### src/hdl/spc_pkg.sv
`default_nettype none

package spc_pkg;

    // Item opcodes
    localparam logic [1:0] OP_TICK   = 2'd0;
    localparam logic [1:0] OP_CMD    = 2'd1;
    localparam logic [1:0] OP_CHECK  = 2'd2;
    localparam logic [1:0] OP_UNUSED = 2'd3;

    // Commands carried with OP_CMD
    localparam logic [2:0] CMD_NONE      = 3'd0;
    localparam logic [2:0] CMD_HOME      = 3'd1;
    localparam logic [2:0] CMD_LONG_FWD  = 3'd2;
    localparam logic [2:0] CMD_SHORT_FWD = 3'd3;
    localparam logic [2:0] CMD_SWEEP_ON  = 3'd4;
    localparam logic [2:0] CMD_SWEEP_OFF = 3'd5;

    // Configuration register indexes
    localparam logic [1:0] CFG_HOME_STEPS   = 2'd0;
    localparam logic [1:0] CFG_LONG_STEPS   = 2'd1;
    localparam logic [1:0] CFG_SHORT_STEPS  = 2'd2;
    localparam logic [1:0] CFG_SWEEP_PERIOD = 2'd3;

    localparam int unsigned CFG_IDX_W  = 2;
    localparam int unsigned CFG_DATA_W = 16;
    localparam int unsigned STEP_W     = 16;

    // Configuration reset values
    localparam logic [STEP_W-1:0] HOME_STEPS_RST   = 16'd14000;
    localparam logic [STEP_W-1:0] LONG_STEPS_RST   = 16'd10500;
    localparam logic [STEP_W-1:0] SHORT_STEPS_RST  = 16'd7000;
    localparam logic [STEP_W-1:0] SWEEP_PERIOD_RST = 16'd21000;

    // Direction latch: 1 reverse, 0 forward
    localparam logic DIR_REVERSE = 1'b1;
    localparam logic DIR_FORWARD = 1'b0;

    typedef struct packed {
        logic [STEP_W-1:0] home_steps;
        logic [STEP_W-1:0] long_steps;
        logic [STEP_W-1:0] short_steps;
        logic [STEP_W-1:0] sweep_period;
    } t_cfg;

    typedef struct packed {
        logic [STEP_W-1:0] remaining_steps;
        logic              pulse_phase;
        logic              sweep_mode;
        logic [STEP_W-1:0] sweep_count;
        logic              sweep_dir;
        logic              homing_mark;
        logic              dir_latch;
    } t_state;

endpackage

`default_nettype wire

### src/hdl/spc_step.sv
`default_nettype none

module spc_step
    import spc_pkg::*;
(
    input  wire t_state     i_state,
    input  wire t_cfg       i_cfg,
    input  wire logic [1:0] i_opcode,
    input  wire logic [2:0] i_command,
    input  wire logic       i_sensor,
    output t_state          o_state,
    output logic            o_dir_write
);

    logic [STEP_W-1:0] w_rem;

    always_comb begin
        o_state     = i_state;
        o_dir_write = 1'b0;
        w_rem       = i_state.remaining_steps;

        case (i_opcode)
            OP_TICK: begin
                // End homing as soon as the sensor drops
                if (!i_sensor && i_state.homing_mark) begin
                    o_state.homing_mark = 1'b0;
                    w_rem               = '0;
                end
                o_state.remaining_steps = w_rem;
                if (!i_state.sweep_mode) begin
                    if (w_rem != '0) begin
                        o_state.pulse_phase = ~i_state.pulse_phase;
                        if (i_state.pulse_phase) begin
                            o_state.remaining_steps = w_rem - 1'b1;
                        end
                    end
                end else begin
                    if (i_state.sweep_count < i_cfg.sweep_period) begin
                        o_state.sweep_count = i_state.sweep_count + 1'b1;
                    end else begin
                        o_state.sweep_count = '0;
                        o_state.sweep_dir   = ~i_state.sweep_dir;
                        o_state.dir_latch   = i_state.sweep_dir ? DIR_FORWARD : DIR_REVERSE;
                        o_dir_write         = 1'b1;
                    end
                    o_state.pulse_phase = ~i_state.pulse_phase;
                end
            end
            OP_CMD: begin
                case (i_command)
                    CMD_HOME: begin
                        o_state.homing_mark     = 1'b1;
                        o_state.dir_latch       = DIR_REVERSE;
                        o_state.remaining_steps = i_cfg.home_steps;
                        o_dir_write             = 1'b1;
                    end
                    CMD_LONG_FWD: begin
                        o_state.homing_mark     = 1'b0;
                        o_state.dir_latch       = DIR_FORWARD;
                        o_state.remaining_steps = i_cfg.long_steps;
                        o_dir_write             = 1'b1;
                    end
                    CMD_SHORT_FWD: begin
                        o_state.homing_mark     = 1'b0;
                        o_state.dir_latch       = DIR_FORWARD;
                        o_state.remaining_steps = i_cfg.short_steps;
                        o_dir_write             = 1'b1;
                    end
                    CMD_SWEEP_ON: begin
                        o_state.sweep_mode = 1'b1;
                    end
                    CMD_SWEEP_OFF: begin
                        o_state.sweep_mode = 1'b0;
                    end
                    default: begin
                    end
                endcase
            end
            OP_CHECK: begin
                // Homing check leaves the homing mark alone
                if (i_sensor) begin
                    o_state.dir_latch       = DIR_REVERSE;
                    o_state.remaining_steps = i_cfg.home_steps;
                    o_dir_write             = 1'b1;
                end
            end
            default: begin
            end
        endcase
    end

endmodule

`default_nettype wire

### src/hdl/stepper_pulse_commander.sv
`default_nettype none

// Step pulse commander for a filter motor. Each request carries an opcode
// (tick, command or homing check), a command code and the position sensor
// level, and yields exactly one result: step pin level, a direction-write
// flag, the direction latch, the remaining step count and the sweep flag.
// The block takes one request per clock while the result side does not
// stall: the request lands in the input register, and its result loads into
// the result register when that register is free. The whole update of the
// motor state is one short pass of logic between those registers, so
// requests may follow back to back. A stall on the result side holds the
// result register and the input register; up to two requests sit in the
// block. Configuration registers (home_steps, long_steps, short_steps,
// sweep_period, indexes 0 to 3) are written through i_cfg_we and apply to
// every request processed after the write.

module stepper_pulse_commander
    import spc_pkg::*;
(
    input  wire logic                  i_clk,
    input  wire logic                  i_rst_n,

    // Request channel
    input  wire logic                  i_in_valid,
    output logic                       o_in_stall,
    input  wire logic [1:0]            i_opcode,
    input  wire logic [2:0]            i_command,
    input  wire logic                  i_sensor,

    // Result channel
    output logic                       o_out_valid,
    input  wire logic                  i_out_stall,
    output logic                       o_step_pin,
    output logic                       o_dir_write,
    output logic                       o_dir_reverse,
    output logic [STEP_W-1:0]          o_steps_left,
    output logic                       o_sweeping,

    // Configuration write port
    input  wire logic                  i_cfg_we,
    input  wire logic [CFG_IDX_W-1:0]  i_cfg_index,
    input  wire logic [CFG_DATA_W-1:0] i_cfg_data
);

    t_cfg   r_cfg;
    t_state r_state;
    t_state n_state;

    // Input register
    logic       r_in_valid;
    logic [1:0] r_opcode;
    logic [2:0] r_command;
    logic       r_sensor;

    // Result register
    logic              r_out_valid;
    logic              r_step_pin;
    logic              r_dir_write;
    logic              r_dir_reverse;
    logic [STEP_W-1:0] r_steps_left;
    logic              r_sweeping;

    logic w_out_free;
    logic w_advance;
    logic w_accept;
    logic w_dir_write;

    // Result register can load when empty or when its content leaves now
    assign w_out_free = !r_out_valid || !i_out_stall;
    // The held request is processed and its result loaded
    assign w_advance  = r_in_valid && w_out_free;
    // Input register takes a new request when empty or draining
    assign o_in_stall = r_in_valid && !w_out_free;
    assign w_accept   = i_in_valid && !o_in_stall;

    // Configuration registers
    always_ff @(posedge i_clk) begin
        if (!i_rst_n) begin
            r_cfg.home_steps   <= HOME_STEPS_RST;
            r_cfg.long_steps   <= LONG_STEPS_RST;
            r_cfg.short_steps  <= SHORT_STEPS_RST;
            r_cfg.sweep_period <= SWEEP_PERIOD_RST;
        end else if (i_cfg_we) begin
            case (i_cfg_index)
                CFG_HOME_STEPS:   r_cfg.home_steps   <= i_cfg_data;
                CFG_LONG_STEPS:   r_cfg.long_steps   <= i_cfg_data;
                CFG_SHORT_STEPS:  r_cfg.short_steps  <= i_cfg_data;
                CFG_SWEEP_PERIOD: r_cfg.sweep_period <= i_cfg_data;
                default: begin
                end
            endcase
        end
    end

    // Capture requests
    always_ff @(posedge i_clk) begin
        if (!i_rst_n) begin
            r_in_valid <= 1'b0;
        end else if (w_accept) begin
            r_in_valid <= 1'b1;
        end else if (w_advance) begin
            r_in_valid <= 1'b0;
        end
    end

    always_ff @(posedge i_clk) begin
        if (w_accept) begin
            r_opcode  <= i_opcode;
            r_command <= i_command;
            r_sensor  <= i_sensor;
        end
    end

    // Next motor state for the held request
    spc_step u_step (
        .i_state     (r_state),
        .i_cfg       (r_cfg),
        .i_opcode    (r_opcode),
        .i_command   (r_command),
        .i_sensor    (r_sensor),
        .o_state     (n_state),
        .o_dir_write (w_dir_write)
    );

    // Commit the state together with the result
    always_ff @(posedge i_clk) begin
        if (!i_rst_n) begin
            r_state <= '0;
        end else if (w_advance) begin
            r_state <= n_state;
        end
    end

    always_ff @(posedge i_clk) begin
        if (!i_rst_n) begin
            r_out_valid <= 1'b0;
        end else if (w_advance) begin
            r_out_valid <= 1'b1;
        end else if (!i_out_stall) begin
            r_out_valid <= 1'b0;
        end
    end

    always_ff @(posedge i_clk) begin
        if (w_advance) begin
            r_step_pin    <= n_state.pulse_phase;
            r_dir_write   <= w_dir_write;
            r_dir_reverse <= n_state.dir_latch;
            r_steps_left  <= n_state.remaining_steps;
            r_sweeping    <= n_state.sweep_mode;
        end
    end

    assign o_out_valid   = r_out_valid;
    assign o_step_pin    = r_step_pin;
    assign o_dir_write   = r_dir_write;
    assign o_dir_reverse = r_dir_reverse;
    assign o_steps_left  = r_steps_left;
    assign o_sweeping    = r_sweeping;

    // A shown result always matches the committed state
    a_out_matches_state: assert property (@(posedge i_clk) disable iff (!i_rst_n)
        o_out_valid |-> (o_step_pin == r_state.pulse_phase
                      && o_steps_left == r_state.remaining_steps
                      && o_sweeping == r_state.sweep_mode
                      && o_dir_reverse == r_state.dir_latch))
        else $error("result register out of step with motor state");

    // An unused opcode leaves the state alone
    a_unused_opcode_idle: assert property (@(posedge i_clk) disable iff (!i_rst_n)
        (w_advance && r_opcode == OP_UNUSED) |=> (r_state == $past(r_state)))
        else $error("unused opcode changed motor state");

    // A processed request always produces a result
    a_advance_loads_out: assert property (@(posedge i_clk) disable iff (!i_rst_n)
        w_advance |=> o_out_valid)
        else $error("processed request produced no result");

    // An empty input register never stalls the request side
    a_empty_no_stall: assert property (@(posedge i_clk) disable iff (!i_rst_n)
        !r_in_valid |-> !o_in_stall)
        else $error("stall with empty input register");

endmodule

`default_nettype wire

### config.mk
export PLATFORM = sky130hd
export DESIGN_NAME = stepper_pulse_commander
export DESIGN_NICKNAME = d
export VERILOG_FILES = /design/src/hdl/spc_pkg.sv /design/src/hdl/spc_step.sv /design/src/hdl/stepper_pulse_commander.sv
export SDC_FILE = /design/constraint.sdc
export NUM_CORES = 1
export LEC_CHECK = 0
export BUFFER_PORTS_ARGS = -buffer_cell sky130_fd_sc_hd__buf_2
export CAP_MARGIN = 5
export CORE_MARGIN = 2
export CORE_UTILIZATION = 62
export CTS_BUF_LIST = sky130_fd_sc_hd__clkbuf_2
export DETAILED_ROUTE_END_ITERATION = 16
export GPL_ROUTABILITY_DRIVEN = 0
export PLACE_DENSITY_LB_ADDON = 0.08
export RECOVER_POWER = 50
export SLEW_MARGIN = 20
export SYNTH_ARGS = -nofsm -noshare
export SYNTH_HDL_FRONTEND = slang
export SYNTH_SLANG_ARGS = --single-unit
### constraint.sdc
create_clock -name i_clk -period 3.7 [get_ports i_clk]
set_input_delay 0.74 -clock i_clk [delete_from_list [all_inputs] [get_ports i_clk]]
set_output_delay 0.74 -clock i_clk [all_outputs]
set_load 0.005 [all_outputs]
### Yosys cells after proc, flatten, opt, wreduce, memory -nomap -nowiden

Cells that the tools add are included.

* mux-type cells: 30
* equal/unequal tests: 13
* reduce and logical (&&, ||, !) cells: 24
* shift-type cells: 0
* magnitude comparators: 1
* divide/modulo/power cells: 0
* multipliers: 0
* bitwise operators: 3
* add/sub/neg operators: 2

Operator list (number)
* $mux 16: 6
* $pmux 16 s3: 2
* $mux 17: 1
* $add 16x1->16 const B: 1
* $lt 16x16->1: 1
* $mux 1: 16
* $reduce_bool 16->1: 1
* $sub 16x1->16 const B: 1
* $reduce_and 2->1: 4
* $reduce_and 4->1: 2
* $eq 2x2->1 const B: 3
* $eq 3x2->1 const B: 2
* $eq 3x3->1 const B: 2
* $pmux 1 s3: 2
* $logic_not 1->1: 5
* $eq 2x1->1 const B: 2
* $logic_and 1x1->1: 4
* $logic_not 2->1: 2
* $ne 2x1->1 const B: 2
* $pmux 1 s2: 2
* $pmux 2 s2: 1
* $reduce_bool 2->1: 2
* $eq 3x1->1 const B: 1
* $ne 3x3->1 const B: 1
* 5 further kinds: 7

* memory bits (writable): 0
* memories kept: 0
* ROM bits: 0
* latch bits: 0
* register bits: 129

### Logic depth before layout (Yosys ltp)

* word-level depth: 9
* gate-level depth with buffers: 11
* mapped depth without buffers: 9

### Modules after synthesis

From an unflattened synthesis, not the netlist that was laid out.

* cells, all modules: 822
* area total of the unflattened synthesis: 7358.3 µm²

Modules (own cells, without submodules)
* stepper_pulse_commander: instances 1, seq. area each 2842.7 µm², cells an instance 440, area an instance 4843.4 µm²
* spc_step: instances 1, seq. area each 0.0 µm², cells an instance 382, area an instance 2514.9 µm²

### Worst setup path before layout

Ideal clock, no wire load.

* path kind: register to register
* start: register r_sensor
* end: register r_steps_left[7], in the netlist o_steps_left[7] (data pin)
* data arrival time: 2.611 ns
* slack: 0.835 ns
* buffers on the path: 2
* stages on the path, launching flop included: 12
* data required time: 3.446 ns
* setup time: 0.254 ns
* path through: edfxtp_1 > nand2b_1 > clkbuf_1 > clkbuf_1 > nand2_1 > ha_1 > nor4b_1 > o22ai_2 > o21ai_4 > a21oi_2 > a221o_1 > o21a_1

RTL lines
* start: declaration: RTL line stepper_pulse_commander.sv:53 `logic r_sensor;`
* start signal: assignment: RTL line stepper_pulse_commander.sv:110 `r_sensor <= i_sensor;`
* end signal: assignment: RTL line stepper_pulse_commander.sv:149 `r_steps_left <= n_state.remaining_steps;`
* end: declaration: RTL line stepper_pulse_commander.sv:60 `logic [STEP_W-1:0] r_steps_left;`

### Worst setup path after layout

* start: register r_out_valid, in the netlist o_out_valid
* end: register r_state[20] (netlist bit)

* word-level cells in the longest chain between the ends: 3

RTL lines
* start: declaration: RTL line stepper_pulse_commander.sv:56 `logic r_out_valid;`
* start signal: assignment: RTL line stepper_pulse_commander.sv:136 `r_out_valid <= 1'b0;`
* start signal: assignment: RTL line stepper_pulse_commander.sv:138 `r_out_valid <= 1'b1;`
* start signal: assignment: RTL line stepper_pulse_commander.sv:140 `r_out_valid <= 1'b0;`
* $logic_not 1->1: RTL line stepper_pulse_commander.sv:69 `assign w_out_free = !r_out_valid || !i_out_stall;`
* $logic_or 1x1->1: RTL line stepper_pulse_commander.sv:69
* $logic_and 1x1->1: RTL line stepper_pulse_commander.sv:71 `assign w_advance = r_in_valid && w_out_free;`
* end signal: assignment: RTL line stepper_pulse_commander.sv:130 `r_state <= n_state;`
* end: declaration: RTL line stepper_pulse_commander.sv:46 `t_state r_state;`

No other way between the ends.
A chain may end at the register's enable or synchronous reset.

==> results.sh <==
export IMPL_status="finished, violations left"
export IMPL_violations="capacitance limit, slew limit"
export IMPL_syn_nets=846
export IMPL_synthesis_area_um2=6599
export IMPL_clk_pin_slew_ps=180
export IMPL_diodes=0
export IMPL_drc=0
export IMPL_fmax_mhz=324.7
export IMPL_grt_overflow_total=0
export IMPL_worstSetupPathType="reg -> reg"
export IMPL_crit_buf_inv=3
export IMPL_clock_skew_ps=20.43
export IMPL_pwr_share_clk_pct=32.2
export IMPL_cts_buffer_depth=2
export IMPL_synth_compound_area_share_pct=19.95
export IMPL_period_share_pct=83.25
export IMPL_yosysTopAreaCell="dfxtp_1"
export IMPL_relSlewSlack_pct=-28.68
export IMPL_chipHeight_um=107.2
export IMPL_synthSimpleGateAreaFrac_pct=23.74
export IMPL_synth_fa_ha_area_share_pct=3.413
export IMPL_vias_per_cell=6.435
export IMPL_die_area_um2=11480
export IMPL_rsz0062_at_grt="false"
export IMPL_cts_resized=0
export IMPL_drive_gt1_share_pct=12.13
export IMPL_end_kind="register"
export IMPL_path_cells="nand2_1, nand2_1, clkbuf_1, inv_1, clkbuf_1, o211ai_1, xor2_1, nor2_1"
export IMPL_synth_most_common_cell="nand2_1"
export IMPL_swShare_pct=29.03
export IMPL_syn2layout_area_growth_pct=7.565
export IMPL_maxCapViolations=2
export IMPL_synth_edf_count=26
export IMPL_grt_max_degree=56
export IMPL_post_route_min_period_ps=3080
export IMPL_cts_tree="yes"
export IMPL_htreeDepth=4
export IMPL_postCtsSetupBuffers=0
export IMPL_grt_pass1_vias=5999
export IMPL_yosysWarnings=0
export IMPL_final_nets=876
export IMPL_ant_nets=0
export IMPL_crit_required_ps=4260
export IMPL_synth_top_area_share_pct=31.25
export IMPL_root_buffer="clkbuf_2"
export IMPL_cp_arrival_ps=3640
export IMPL_firstDrtPassIters=12
export IMPL_vdd_drop_max_mv=0.2936
export IMPL_p_sw_mw=0.8222
export IMPL_yosysSeqAreaShare_pct=43.08
export IMPL_hold_class="in -> reg"
export IMPL_layout_cells_non_filler=977
export IMPL_initial_core_util_pct=63.92
export IMPL_setup_viol=0
export IMPL_yosys_top_cells_area="dfxtp_1, edfxtp_1, nand2_1"
export IMPL_vias=6287
export IMPL_synthMuxAreaShare_pct=2.749
export IMPL_crit_slowest_cell="clkbuf_1"
export IMPL_synth_seq_cells=129
export IMPL_wire_per_inst_um=18.68
export IMPL_hold_viol_final=0
export IMPL_drv_slew=95
export IMPL_routed_wl_um=18250
export IMPL_cts_inserted_buffers=17
export IMPL_synth_common_cells="nand2_1, dfxtp_1, a21oi_1, nor2_1, clkbuf_1"
export IMPL_postSynthAreaPerCell_um2=8.259
export IMPL_dp_cells=946
export IMPL_io_buffers=50
export IMPL_slowest_delay_ps=1370
export IMPL_num_rows=37
export IMPL_p_per_area_nw_per_um2=399.1
export IMPL_ys_flop_type="dfxtp_1"
export IMPL_internal_power_mw=2.010
export IMPL_syn_inst=799
export IMPL_synth_top_family_by_area="simple AND/OR/NAND/NOR gates"
export IMPL_clkLatencyLatePin_ps=740
export IMPL_hpwl_um=12700
export IMPL_power_frac_comb_pct=13.5
export IMPL_fin_tns_setup_ps=0
export IMPL_pin_count=51
export IMPL_cellLeakagePower_nw=2.793
export IMPL_postCtsHoldBufs=0
export IMPL_async_reset_ff_share_pct=0
export IMPL_antenna_found_initial=0
export IMPL_crit_fanout=38
export IMPL_cts_sinks=129
export IMPL_synthDistinctLibCells=73
export IMPL_cp_top_family="buffers and inverters"
export IMPL_die_x_um=107.2
export IMPL_pwr_share_seq_pct=54.3
export IMPL_grt_use_total_pct=33.20
export IMPL_drt_iter0_markers=651
export IMPL_coreArea_um2=10320
export IMPL_grt_pass1_wl_um=29580
export IMPL_cp_start_kind="register"
export IMPL_tightest_slew_ps=1930
export IMPL_synth_xor_area_share_pct=2.256
-- per-stage QoR --
stage | power, mW | instance area (µm²) | hold slack [ps] | setup slack, ps | util (%)
detailed placement | 1.938 | 6873 | 446.3 | 931.0 | 66.57
floorplan | 1.814 | 6599 | 435.7 | 835.0 | -
global route | 2.936 | 7098 | 116.9 | 321.4 | 68.76
global placement | 1.926 | 6870 | 441.1 | 1076 | 66.55
CTS | 2.825 | 7111 | 116.9 | 876.6 | 68.88
finish | 2.833 | 7098 | 170.4 | 619.8 | 68.76
-- sequential cells by signal, summed over array words and instances (netlist names) --
signal	flops
o_sweeping	1
o_steps_left	16
r_cfg	64
r_in_valid	1
r_state	37
r_command	3
o_dir_reverse	1
o_out_valid	1
r_opcode	2
o_dir_write	1
r_sensor	1
o_step_pin	1
-- cell type report --
cell class / count / area (µm²)
inverter: 23 / 86.33
multi-input combinational: 598 / 3446
timing repair buffer: 60 / 315.3
fill: 856 / 3226
clock buffer: 20 / 100.1
clock inverter: 11 / 137.6
tap: 136 / 170.2
sequential: 129 / 2843
-- cell usage in the layout, fill, tap and decap left out, drive strengths merged, types with 5 or more instances in the layout --
| cell type | instances |
|---|---|
| nor2 | 60 |
| nand4 | 12 |
| xnor2 | 5 |
| o21ai | 36 |
| mux2i | 17 |
| a31oi | 10 |
| ha | 18 |
| xor2 | 12 |
| nand2 | 161 |
| dfxtp | 103 |
| nor3 | 12 |
| o21a | 6 |
| or2 | 5 |
| a211oi | 6 |
| nand3 | 34 |
| edfxtp | 26 |
| o211ai | 10 |
| nand2b | 13 |
| clkinv | 7 |
| a21oi | 82 |
| nor2b | 5 |
| a221oi | 5 |
| clkbuf | 24 |
| buf | 56 |
| and3 | 11 |
| inv | 24 |
| nor4 | 5 |
-- cells by family (layout without fill, tap and decap cells) --
family,Yosys count,count (layout)
and+or+nand+nor,342,342
AOI/OAI and AO/OA,203,203
DFF,129,129
buffers and inverters,72,114
adders and majority gates,18,18
muxes,18,18
xor gates and xnor gates,17,17
-- worst paths after layout --
path	from	depth (start not counted)	slack (ps)	end
max	o_out_valid	8	620	r_state[20]
min	i_command[1]	1	170	r_command[1]
max reg2reg	o_out_valid	8	620	r_state[20]
min reg2reg	r_cfg[41]	2	470	r_cfg[41]
-- metal layers --
layer / vias up / routed length [µm] / GRT usage [%]
met1: 2942 / 7356 / 41.28
li1: 2899 / - / -
met4: 0 / 645 / 14.84
met2: 374 / 8696 / 55.02
met3: 72 / 1553 / 7.416
met5: - / 0 / 0
-- power groups by stage --
| stage | Clock [mW] | Sequential (mW) | Combinational [mW] |
|---|---|---|---|
| 6_report | 0.912 | 1.54 | 0.383 |
| 5_1_grt | 0.972 | 1.54 | 0.419 |
| 4_1_cts | 0.914 | 1.54 | 0.375 |
| 3_5_place_dp | 0 | 1.57 | 0.373 |
| 3_3_place_gp | 0 | 1.56 | 0.363 |
| 2_1_floorplan | 0 | 1.55 | 0.267 |
Note: power is estimated with default switching activity, not from simulation.
